## config.mk

```make
export PLATFORM = sky130hd
export DESIGN_NAME = csv_decimal_number_parser
export DESIGN_NICKNAME = d
export VERILOG_FILES = /design/src/rtl/cdnp_pkg.sv /design/src/rtl/csv_decimal_number_parser.sv /design/src/rtl/cdnp_frac_div.sv
export SDC_FILE = /design/constraint.sdc
export NUM_CORES = 1
export LEC_CHECK = 0
export BUFFER_PORTS_ARGS = -buffer_cell sky130_fd_sc_hd__buf_2
export CORE_UTILIZATION = 40
export DETAILED_ROUTE_END_ITERATION = 12
export PLACE_DENSITY = 0.56
export SLEW_MARGIN = 20
export SYNTH_ARGS = -nofsm -noshare
export SYNTH_HDL_FRONTEND = slang
export SYNTH_SLANG_ARGS = --single-unit
```

## constraint.sdc

```tcl
create_clock -name i_clk -period 9.3 [get_ports i_clk]
set_input_delay 0.465 -clock i_clk [delete_from_list [all_inputs] [get_ports i_clk]]
set_output_delay 0.465 -clock i_clk [all_outputs]
set_load 0.02 [all_outputs]
```

## src/rtl/cdnp_pkg.sv

```systemverilog
// Shared types, codes and constants for the CSV decimal number parser.
// No dependencies; every other file in rtl/ refers to it by scoped name.
package cdnp_pkg;

    // Parameter defaults
    localparam int MAX_ATTRIBUTES_DEF      = 16;
    localparam int MAX_FRACTION_DIGITS_DEF = 9;
    localparam int INTEGER_BITS_DEF        = 15;
    localparam int FRACTION_BITS_DEF       = 16;

    // Fraction numerator and 10^n divisor width (10^9 < 2^30)
    localparam int DEN_W = 30;
    localparam int CNT_W = 4;

    localparam logic [7:0] CH_COMMA = 8'h2C;
    localparam logic [7:0] CH_MINUS = 8'h2D;
    localparam logic [7:0] CH_POINT = 8'h2E;
    localparam logic [7:0] CH_ZERO  = 8'h30;
    localparam logic [7:0] CH_NINE  = 8'h39;

    localparam logic [2:0] ERR_NONE      = 3'd0;
    localparam logic [2:0] ERR_NO_DIGITS = 3'd1;
    localparam logic [2:0] ERR_SIGN      = 3'd2;
    localparam logic [2:0] ERR_POINT     = 3'd3;
    localparam logic [2:0] ERR_CHAR      = 3'd4;
    localparam logic [2:0] ERR_OVERFLOW  = 3'd5;
    localparam logic [2:0] ERR_FRACTION  = 3'd6;
    localparam logic [2:0] ERR_TOO_MANY  = 3'd7;

    typedef struct packed {
        logic [7:0] character;
        logic       end_of_string;
    } t_in_item;

    typedef struct packed {
        logic signed [31:0] value;
        logic [3:0]         attribute_index;
        logic [2:0]         error_code;
        logic               last;
    } t_out_item;

    typedef struct packed {
        logic             start;
        logic [DEN_W-1:0] numerator;
        logic [CNT_W-1:0] digit_count;
    } t_div_req;

    typedef enum logic [1:0] {
        S_IDLE,
        S_DIV,
        S_SUM,
        S_OUT
    } t_state;

    function automatic logic [DEN_W-1:0] pow10(input logic [CNT_W-1:0] n);
        logic [DEN_W-1:0] p;
        unique case (n)
            4'd0:    p = 30'd1;
            4'd1:    p = 30'd10;
            4'd2:    p = 30'd100;
            4'd3:    p = 30'd1000;
            4'd4:    p = 30'd10000;
            4'd5:    p = 30'd100000;
            4'd6:    p = 30'd1000000;
            4'd7:    p = 30'd10000000;
            4'd8:    p = 30'd100000000;
            default: p = 30'd1000000000;
        endcase
        return p;
    endfunction

endpackage

```

## src/rtl/csv_decimal_number_parser.sv

```systemverilog
// Top level: character parser, sequencer and output register.
// Depends on cdnp_pkg and cdnp_frac_div.
//
//  channel | direction | handshake                 | payload
//  --------+-----------+---------------------------+-----------------------
//  in      | to block  | i_in_valid / o_in_stall   | i_in_item  (t_in_item)
//  out     | from block| o_out_valid / i_out_stall | o_out_item (t_out_item)
//
// A character that gives no result, or gives an error result, brings no stall of its own.
// A comma or end marker that completes a number stalls the input while the
// fraction divider makes one quotient bit per cycle and then rounds, and
// while the saturating sum and the sign step follow.
// Reset is synchronous, active low, and leaves the parser ready for a new string.
// The input is also stalled while a result is held by a stalled output.
module csv_decimal_number_parser #(
    parameter int MAX_ATTRIBUTES      = cdnp_pkg::MAX_ATTRIBUTES_DEF,
    parameter int MAX_FRACTION_DIGITS = cdnp_pkg::MAX_FRACTION_DIGITS_DEF,
    parameter int INTEGER_BITS        = cdnp_pkg::INTEGER_BITS_DEF,
    parameter int FRACTION_BITS       = cdnp_pkg::FRACTION_BITS_DEF
) (
    input  logic                i_clk,
    input  logic                i_rst_n,
    input  logic                i_in_valid,
    output logic                o_in_stall,
    input  cdnp_pkg::t_in_item  i_in_item,
    output logic                o_out_valid,
    input  logic                i_out_stall,
    output cdnp_pkg::t_out_item o_out_item
);
    localparam int AW = $clog2(MAX_ATTRIBUTES + 1);
    localparam int DW = cdnp_pkg::DEN_W;
    localparam int CW = cdnp_pkg::CNT_W;
    localparam int WW = INTEGER_BITS + 4;
    localparam int MW = INTEGER_BITS + FRACTION_BITS + 1;
    localparam int EW = (MW > 32) ? MW : 32;

    cdnp_pkg::t_state r_state;
    cdnp_pkg::t_state n_state;

    logic [INTEGER_BITS-1:0] r_whole;
    logic [DW-1:0]           r_frac_num;
    logic [CW-1:0]           r_frac_cnt;
    logic                    r_sign;
    logic                    r_point;
    logic                    r_digit;
    logic [AW-1:0]           r_attr;
    logic                    r_drop;
    logic                    r_term_end;
    logic [31:0]             r_mag;
    logic                    r_out_valid;
    cdnp_pkg::t_out_item     r_out;

    // FSM outputs
    logic in_accept;
    logic out_free;
    logic out_num;
    logic sum_en;

    // character decode
    logic [7:0]    ch;
    logic          eos;
    logic          is_term;
    logic          is_minus;
    logic          is_point;
    logic          is_digit;
    logic [3:0]    dig;
    logic [WW-1:0] whole_next;
    logic [DW-1:0] frac_next;
    logic          err_hit;
    logic [2:0]    err_code;
    logic          num_start;
    logic [AW+3:0] attr_ext;

    cdnp_pkg::t_div_req      div_req;
    logic                    div_done;
    logic [FRACTION_BITS:0]  div_quo;

    logic [EW-1:0] mag_full;
    logic [EW-1:0] mag_limit;
    logic [EW-1:0] mag_sat;

    always_comb begin
        ch       = i_in_item.character;
        eos      = i_in_item.end_of_string;
        is_term  = eos || (ch == cdnp_pkg::CH_COMMA);
        is_minus = ch == cdnp_pkg::CH_MINUS;
        is_point = ch == cdnp_pkg::CH_POINT;
        is_digit = (ch >= cdnp_pkg::CH_ZERO) && (ch <= cdnp_pkg::CH_NINE);
        dig      = 4'(ch - cdnp_pkg::CH_ZERO);
        whole_next = (WW'(r_whole) << 3) + (WW'(r_whole) << 1) + WW'(dig);
        frac_next  = (r_frac_num << 3) + (r_frac_num << 1) + DW'(dig);
    end

    // error classification, first matching rule wins
    always_comb begin
        err_hit  = 1'b1;
        err_code = cdnp_pkg::ERR_NONE;
        priority if (is_term) begin
            if (!r_digit) begin
                err_code = cdnp_pkg::ERR_NO_DIGITS;
            end else if (r_attr >= AW'(MAX_ATTRIBUTES)) begin
                err_code = cdnp_pkg::ERR_TOO_MANY;
            end else begin
                err_hit = 1'b0;
            end
        end else if (is_minus) begin
            err_hit  = r_sign || r_point || r_digit;
            err_code = cdnp_pkg::ERR_SIGN;
        end else if (is_point) begin
            err_hit  = r_point;
            err_code = cdnp_pkg::ERR_POINT;
        end else if (is_digit) begin
            if (r_point) begin
                err_hit  = r_frac_cnt >= CW'(MAX_FRACTION_DIGITS);
                err_code = cdnp_pkg::ERR_FRACTION;
            end else begin
                err_hit  = whole_next[WW-1:INTEGER_BITS] != '0;
                err_code = cdnp_pkg::ERR_OVERFLOW;
            end
        end else begin
            err_code = cdnp_pkg::ERR_CHAR;
        end
    end

    // FSM next state
    always_comb begin
        n_state = r_state;
        unique case (r_state)
            cdnp_pkg::S_IDLE: if (in_accept && num_start) n_state = cdnp_pkg::S_DIV;
            cdnp_pkg::S_DIV:  if (div_done) n_state = cdnp_pkg::S_SUM;
            cdnp_pkg::S_SUM:  n_state = cdnp_pkg::S_OUT;
            cdnp_pkg::S_OUT:  if (out_free) n_state = cdnp_pkg::S_IDLE;
            default:          n_state = cdnp_pkg::S_IDLE;
        endcase
    end

    // FSM outputs
    always_comb begin
        out_free   = !r_out_valid || !i_out_stall;
        o_in_stall = (r_state != cdnp_pkg::S_IDLE) || !out_free;
        in_accept  = i_in_valid && !o_in_stall;
        num_start  = !r_drop && is_term && !err_hit;
        out_num    = (r_state == cdnp_pkg::S_OUT) && out_free;
        sum_en     = r_state == cdnp_pkg::S_SUM;
    end

    always_comb begin
        div_req.start       = in_accept && num_start;
        div_req.numerator   = r_frac_num;
        div_req.digit_count = r_frac_cnt;
    end

    cdnp_frac_div #(
        .FRACTION_BITS (FRACTION_BITS)
    ) u_frac_div (
        .i_clk      (i_clk),
        .i_rst_n    (i_rst_n),
        .i_req      (div_req),
        .o_done     (div_done),
        .o_quotient (div_quo)
    );

    // whole and fraction joined, saturated at the top of the magnitude range
    always_comb begin
        mag_full  = (EW'(r_whole) << FRACTION_BITS) + EW'(div_quo);
        mag_limit = (EW'(1) << (MW - 1)) - EW'(1);
        mag_sat   = mag_full[MW-1] ? mag_limit : mag_full;
        attr_ext  = {4'b0000, r_attr};
    end

    always_ff @(posedge i_clk) begin
        if (!i_rst_n) begin
            r_state     <= cdnp_pkg::S_IDLE;
            r_whole     <= '0;
            r_frac_num  <= '0;
            r_frac_cnt  <= '0;
            r_sign      <= 1'b0;
            r_point     <= 1'b0;
            r_digit     <= 1'b0;
            r_attr      <= '0;
            r_drop      <= 1'b0;
            r_term_end  <= 1'b0;
            r_out_valid <= 1'b0;
        end else begin
            r_state     <= n_state;
            r_out_valid <= (r_out_valid && i_out_stall) || out_num ||
                           (in_accept && !r_drop && err_hit);
            if (in_accept) begin
                if (r_drop) begin
                    if (eos) begin
                        r_drop <= 1'b0;
                        r_attr <= '0;
                    end
                end else if (err_hit) begin
                    r_whole    <= '0;
                    r_frac_num <= '0;
                    r_frac_cnt <= '0;
                    r_sign     <= 1'b0;
                    r_point    <= 1'b0;
                    r_digit    <= 1'b0;
                    // an error at the end marker also ends the string
                    r_drop     <= !(is_term && eos);
                    if (is_term && eos) r_attr <= '0;
                end else if (is_term) begin
                    r_term_end <= eos;
                end else if (is_minus) begin
                    r_sign <= 1'b1;
                end else if (is_point) begin
                    r_point <= 1'b1;
                end else begin
                    r_digit <= 1'b1;
                    if (r_point) begin
                        r_frac_num <= frac_next;
                        r_frac_cnt <= r_frac_cnt + CW'(1);
                    end else begin
                        r_whole <= whole_next[INTEGER_BITS-1:0];
                    end
                end
            end
            if (out_num) begin
                r_whole    <= '0;
                r_frac_num <= '0;
                r_frac_cnt <= '0;
                r_sign     <= 1'b0;
                r_point    <= 1'b0;
                r_digit    <= 1'b0;
                r_attr     <= r_term_end ? '0 : r_attr + AW'(1);
            end
        end
    end

    // payload registers
    always_ff @(posedge i_clk) begin
        if (sum_en) begin
            r_mag <= mag_sat[31:0];
        end
        if (out_num) begin
            r_out.value           <= r_sign ? 32'sd0 - $signed(r_mag) : $signed(r_mag);
            r_out.attribute_index <= attr_ext[3:0];
            r_out.error_code      <= cdnp_pkg::ERR_NONE;
            r_out.last            <= r_term_end;
        end else if (in_accept && !r_drop && err_hit) begin
            r_out.value           <= 32'sd0;
            r_out.attribute_index <= attr_ext[3:0];
            r_out.error_code      <= err_code;
            r_out.last            <= 1'b1;
        end
    end

    assign o_out_valid = r_out_valid;
    assign o_out_item  = r_out;

    a_attr_bound: assert property (@(posedge i_clk) disable iff (!i_rst_n)
        r_attr <= AW'(MAX_ATTRIBUTES))
        else $error("attribute counter beyond limit");

    a_frac_bound: assert property (@(posedge i_clk) disable iff (!i_rst_n)
        r_frac_cnt <= CW'(MAX_FRACTION_DIGITS))
        else $error("fraction digit count beyond limit");

    a_done_in_div: assert property (@(posedge i_clk) disable iff (!i_rst_n)
        div_done |-> r_state == cdnp_pkg::S_DIV)
        else $error("divider finished outside the divide state");

    a_drop_clear: assert property (@(posedge i_clk) disable iff (!i_rst_n)
        r_drop |-> !r_sign && !r_point && !r_digit && r_state == cdnp_pkg::S_IDLE)
        else $error("number state left over while dropping characters");

    a_start_idle: assert property (@(posedge i_clk) disable iff (!i_rst_n)
        div_req.start |=> r_state == cdnp_pkg::S_DIV && !o_out_valid)
        else $error("division started without entering the divide state");

endmodule

```

## src/rtl/cdnp_frac_div.sv

```systemverilog
// Bit-serial restoring divider: round(numerator * 2^FRACTION_BITS / 10^count).
// Depends on cdnp_pkg for the request struct and the power-of-ten table.
module cdnp_frac_div #(
    parameter int FRACTION_BITS = cdnp_pkg::FRACTION_BITS_DEF
) (
    input  logic                    i_clk,
    input  logic                    i_rst_n,
    input  cdnp_pkg::t_div_req      i_req,
    output logic                    o_done,
    output logic [FRACTION_BITS:0]  o_quotient
);
    localparam int SW = $clog2(FRACTION_BITS + 1);
    localparam int DW = cdnp_pkg::DEN_W;

    logic          r_busy;
    logic          r_done;
    logic [SW-1:0] r_step;
    logic [DW-1:0] r_rem;
    logic [DW-1:0] r_den;
    logic [FRACTION_BITS:0] r_quo;

    logic [DW:0]   shifted;
    logic [DW:0]   diff;
    logic          ge;
    logic [DW:0]   half_sum;
    logic          round_up;

    // One compare/subtract per cycle; remainder stays below the divisor
    always_comb begin
        shifted  = {r_rem, 1'b0};
        diff     = shifted - {1'b0, r_den};
        ge       = shifted >= {1'b0, r_den};
        half_sum = {1'b0, r_rem} + {2'b00, r_den[DW-1:1]};
        round_up = half_sum >= {1'b0, r_den};
    end

    always_ff @(posedge i_clk) begin
        if (!i_rst_n) begin
            r_busy <= 1'b0;
            r_done <= 1'b0;
            r_step <= '0;
        end else begin
            r_done <= 1'b0;
            if (i_req.start) begin
                r_busy <= 1'b1;
                r_step <= SW'(FRACTION_BITS);
            end else if (r_busy) begin
                if (r_step != '0) begin
                    r_step <= r_step - SW'(1);
                end else begin
                    r_busy <= 1'b0;
                    r_done <= 1'b1;
                end
            end
        end
    end

    always_ff @(posedge i_clk) begin
        if (i_req.start) begin
            r_rem <= i_req.numerator;
            r_den <= cdnp_pkg::pow10(i_req.digit_count);
            r_quo <= '0;
        end else if (r_busy) begin
            if (r_step != '0) begin
                r_rem <= ge ? diff[DW-1:0] : shifted[DW-1:0];
                r_quo <= {r_quo[FRACTION_BITS-1:0], ge};
            end else begin
                // round to nearest, ties up
                r_quo <= r_quo + {{FRACTION_BITS{1'b0}}, round_up};
            end
        end
    end

    assign o_done     = r_done;
    assign o_quotient = r_quo;

endmodule
```

==> Word level (Yosys, flattened, before mapping) <==
Memory sizes are Yosys's and may differ from the RTL's. A register that Yosys moved wholly into a read port is not among the register bits.
Cells that the tools add are included.
{ "word_totals": {"input_bits": 13, "memories": 1, "mem_bits_ro": 480, "output_inout_bits": 42, "reg_bits": 188, "wordCells": 180} }
{ "memory_table": {"columns": ["name", "depth", "width", "rd", "rd_clocked_by_memory_dff", "write_ports", "line", "text"], "rows": [
  ["(no name shown)", 16, 30, 1, 1, 0, "cdnp_pkg.sv:57", "unique case (n)"]
]} }
{ "classes": {"n_bitwise": 4, "order_cmp": 6, "n_reduce_logical": 50, "n_mux": 69, "eq_ne": 14, "add_sub_neg": 13} }
{ "ops": {"columns": ["operator", "n"], "rows": [
  ["$mux 30", 9],
  ["$mux 40", 2],
  ["$mux 15", 5],
  ["$ge 31x30->1", 2],
  ["$mux 5", 10],
  ["$add 31x17->32", 1],
  ["$mux 32", 1],
  ["$sub 1x32->32 const A", 1],
  ["$add 30x29->31", 1],
  ["$add 30x30->30", 1],
  ["$add 30x4->30", 1],
  ["$sub 30x30->30", 1],
  ["$mux 1", 25],
  ["$eq 8x6->1 const B", 3],
  ["$mux 4", 5],
  ["$add 18x16->19", 1],
  ["$add 19x4->19", 1],
  ["$mux 3", 6],
  ["$add 17x1->17", 1],
  ["$mux 17", 1],
  ["$reduce_bool 2->1", 8],
  ["$reduce_and 4->1", 3],
  ["$reduce_and 6->1", 2],
  ["$logic_and 1x1->1", 10],
  ["other kinds (27)", 55]
]} }

==> Longest topological paths before layout <==
{ "depth": {"word_depth": 13, "ltp_mapped": 28} }

==> Cells and area by module <==
Synthesis repeated with hierarchy kept, for this count alone.
{ "hier_totals": {"cells_unflattened": 1805, "hier_area_um2": 16273.1} }
{ "by_module_without_submodules": {"columns": ["mod", "cells_per_inst", "seq_area_each_um2", "area_each_um2", "instances"], "rows": [
  ["csv_decimal_number_parser", 888, 3343.2, 8503.2, 1],
  ["cdnp_frac_div", 917, 2072.0, 7770.0, 1]
]} }

==> Least setup slack after synthesis <==
No wires, ideal clock.
{ "synth_path": {"kind": "register to register", "from": "reg u_frac_div.r_den[28]", "to": "reg u_frac_div.r_quo[4] (netlist: u_frac_div.o_quotient[4])", "n_path_buf": 1, "setup_time_ns": 0.164, "slack_ns": 3.903, "t_arrival_ns": 5.233, "period_less_slack_ns": 5.397, "path_stages_with_launch": 29, "t_required_ns": 9.136, "cell_sequence": "edfxtp_1 inv_1 ha_1 clkbuf_1 nor4_1 a221oi_1 o31ai_1 a21oi_1 o31ai_1 a31oi_1 o21ai_0 a221oi_1 o31ai_1 xnor2_1 ha_1 nand4b_1 nor4_1 a21oi_1 nor2b_1 o21ai_0 nand2_1 a311o_1 ha_1 ha_1 nand2_1 o21ai_0 a22o_1 a22oi_1 nor2_1"} }
{ "synth_between": {"elab_chain_cells": 4} }
{ "synth_rtl": {"columns": ["item", "line", "text"], "rows": [
  ["start, declared", "cdnp_frac_div.sv:19", "logic [DW-1:0] r_den;"],
  ["$add 30x29->31", "cdnp_frac_div.sv:33", "half_sum = {1'b0, r_rem} + {2'b00, r_den[DW-1:1]};"],
  ["$ge 31x30->1 (*)", "cdnp_frac_div.sv:34", "round_up = half_sum >= {1'b0, r_den};"],
  ["$add 17x1->17 (*)", "cdnp_frac_div.sv:69", "r_quo <= r_quo + {{FRACTION_BITS{1'b0}}, round_up};"],
  ["$mux 17 (*)", "cdnp_frac_div.sv:64", "if (r_step != '0) begin"],
  ["end signal, assigned", "cdnp_frac_div.sv:66", "r_quo <= {r_quo[FRACTION_BITS-1:0], ge};"],
  ["end signal, assigned", "cdnp_frac_div.sv:69", null],
  ["end, declared", "cdnp_frac_div.sv:20", "logic [FRACTION_BITS:0] r_quo;"]
]} }
Mark *: on every way between the ends. The rest lies on a longest branch, timed or not.
A chain may end at the register's enable or synchronous reset.

==> Final worst setup path <==
{ "layout_path": {"from": "reg u_frac_div.r_den[28]", "to": "reg u_frac_div.r_quo[16] (netlist: u_frac_div.o_quotient[16])"} }
The elaborated chain is that of the path after synthesis.

==> results.cfg <==
[run_status]
status = completed

[floorplanning]
floorplan.core_area_um2 = 38650
ios = 55
rows = 72
die_area_um2 = 40030
dieWidth_um = 200.1
die_y_um = 200.1
start_util = 0.4060

[timing]
max_freq_mhz = 153.1
slew_headroom = 0.3391
worst_slack_ns = 2.768
hold_ws_ns = 0.2348
slew_viol_final = 0
fin_worst_skew_ns = 0.01390
fin_crit_sh = 0.7024
worst_pin_slew_ns = 0.9877
finalHoldViolations = 0
tns_ns = 0
fin_crit_ns = 6.532
setup_violations = 0
rsz0062_at_grt = false

[power_and_ir_drop]
ir_worst_vdd_mv = 0.1298
power_mw = 2.596
p_leak_nw = 7.317
power.density_nw_per_um2 = 150.3

[drt]
wl_per_cell_um = 17.92
first_iter_violations = 771
route.final.wire_length_mm = 41.72
viasPerCell = 5.616
routed-wl-met3_mm = 1.662
num_vias = 13070
met2_wirelength_mm = 18.48
firstDrtPassIters = 5
wl_met1_mm = 20.60
drc = 0
drtAntennaViolNets = 0
top_layer_used = met5

[logic_synthesis]
yosysTopAreaCellShare = 0.2315
synth_largest_area_cell = edfxtp_1
ys.flop_type = edfxtp_1
synth-async-reset-ratio = 0
yosysUniqueCellTypes = 72
synth_seq_cells = 210
synth_warnings = 0
synth_seq_area_share = 0.3451
syn_area_um2 = 15690
synth_nets = 1983
synth-edff-count = 121
syn_inst = 1772
synth_area_leaders = edfxtp_1 (23%), ha_1 (15%), dfxtp_1 (11%)
syn_area_per_cell_um2 = 8.856

[layout]
antenna_cells = 0
drive_gt1_frac = 0.07735
final_common_cell = nor2_1
fin_nets = 2001
mostFrequentLayoutCells = nor2_1 (196), ha_1 (191), nand2_1 (146)
final_cells = 2328
area_growth_pct = 10.09

[clock_tree]
cts_root_buffer = clkbuf_16
cts_sinks = 210
cts-resized-gates = 0
insertion_delay_ns = 0.55
cts_tree = yes
holdBufCountCts = 0
post_cts_buffers = 0
numCtsBuffers = 26
clkTransAtPathRegs_ns = 0.06
clockBufferDepth = 3
h-tree-depth = 1

[global_routing]
grt-ovfl-total = 0
grt_pass1_vias = 12520
grt_max_degree = 56
gr-usage-all-layers = 0.2118
antenna_found_initial = 1
grt_first_pass_wirelength_mm = 67.16

[critical_path]
cp_data_arrival_time_ns = 6.98
startpoint_type = register
critPathMaxStageDelay_ns = 0.60
crit_path_frequent_cell = ha_1
crit_family = compound AO/OA/AOI/OAI gates
cp_slowest_cell = o31ai_1
cp-end-kind = register
cp.buffers_inverters = 1
cp.depth = 26
crit_required_ns = 9.75
rrSetupSlack_ns = 2.77
r2r_end = u_frac_div.o_quotient[16]
r2r_cells = 26
crit_path_max_fanout = 10
crit_type = reg -> reg
r2r_start = u_frac_div.r_den[28]

[placement]
place_hpwl_mm = 31.30
dp_slack_ns = 2.893
portBuffers = 54
gp_congestion = 0.9086
placed_cells = 2280

[hold_path]
whs_path_depth = 2
min_to = r_drop
hp-class = in -> reg
min_from = i_in_item[0]

[flow_run]
maxCapViolations = 0
[worst max-delay path by stage]
| stage | startpoint | endpoint | slack [ns] |
|---|---|---|---|
| after floorplan | u_frac_div.r_den[28] | u_frac_div.o_quotient[4] | 3.90 |
| after global placement | u_frac_div.r_den[28] | u_frac_div.o_quotient[14] | 3.11 |
| after detailed placement | u_frac_div.r_den[28] | u_frac_div.o_quotient[16] | 2.89 |
| after CTS | u_frac_div.r_den[28] | u_frac_div.o_quotient[16] | 2.83 |
| after global routing | u_frac_div.r_den[28] | u_frac_div.o_quotient[16] | 2.28 |
| final | u_frac_div.r_den[28] | u_frac_div.o_quotient[16] | 2.77 |
[kinds of logic (layout without fill, tap and decap cells)]
logic type | Yosys count | after routing | share of synthesized area
flip-flops | 210 | 210 | 0.3451
adder cells (fa/ha/maj) | 198 | 198 | 0.1612
AO/OA/AOI/OAI | 504 | 504 | 0.2117
AND/OR/NAND/NOR | 560 | 560 | 0.1680
buffers and inverters | 170 | 208 | 0.04090
XOR/XNOR | 124 | 124 | 0.06921
multiplexers | 6 | 6 | 0.003907
[report_power, final]
part / total [mW] / leakage, nW / internal, mW / switching (mW)
sequential: 1.15 / 1.86 / 1.08 / 0.0750
clock: 1.00 / 0.415 / 0.586 / 0.415
combinational: 0.440 / 5.04 / 0.163 / 0.277
[cell usage after synthesis (20+ instances only)]
master	n
a21o_1	36
a21oi_1	135
a22o_1	20
a22oi_1	37
a31oi_1	27
clkbuf_1	64
dfxtp_1	89
edfxtp_1	121
ha_1	191
inv_1	93
nand2_1	147
nand2b_1	27
nand3_1	35
nor2_1	197
nor3_1	32
o21ai_0	93
o21bai_1	26
o31ai_1	21
xnor2_1	74
xor2_1	50
[state kept, by name, indices dropped and copies added, names as in the netlist, 2 cells and up]
name / flops
o_out_item: 40
r_mag: 31
r_frac_num: 30
u_frac_div.r_rem: 30
u_frac_div.r_den: 23
u_frac_div.o_quotient: 17
r_whole: 15
r_attr: 5
u_frac_div.r_step: 5
r_frac_cnt: 4
r_state: 2
[through the flow]
step                        util  instance area [um^2]
after global routing      0.4470                 17280
final                     0.4470                 17280
after detailed placement  0.4250                 16420
after CTS                 0.4469                 17270
after floorplan                -                 15690
after global placement    0.4250                 16420
[cell type report]
| type | instances | area [um^2] |
|---|---|---|
| Fill cell | 3813 | 21370 |
| Multi-Input combinational cell | 1392 | 9649 |
| Sequential cell | 210 | 5416 |
| Clock buffer | 30 | 685.7 |
| Tap cell | 518 | 648.1 |
| Timing Repair Buffer | 66 | 360.3 |
| Inverter | 94 | 352.8 |
| Clock inverter | 18 | 162.7 |
[routing by layer]
metal | track usage | vias up
met4 | 0.06050 | 2
met3 | 0.02319 | 65
met2 | 0.3329 | 256
li1 | - | 6509
met1 | 0.3052 | 6241
met5 | 0 | -
Power figures use the tool's default switching activity.
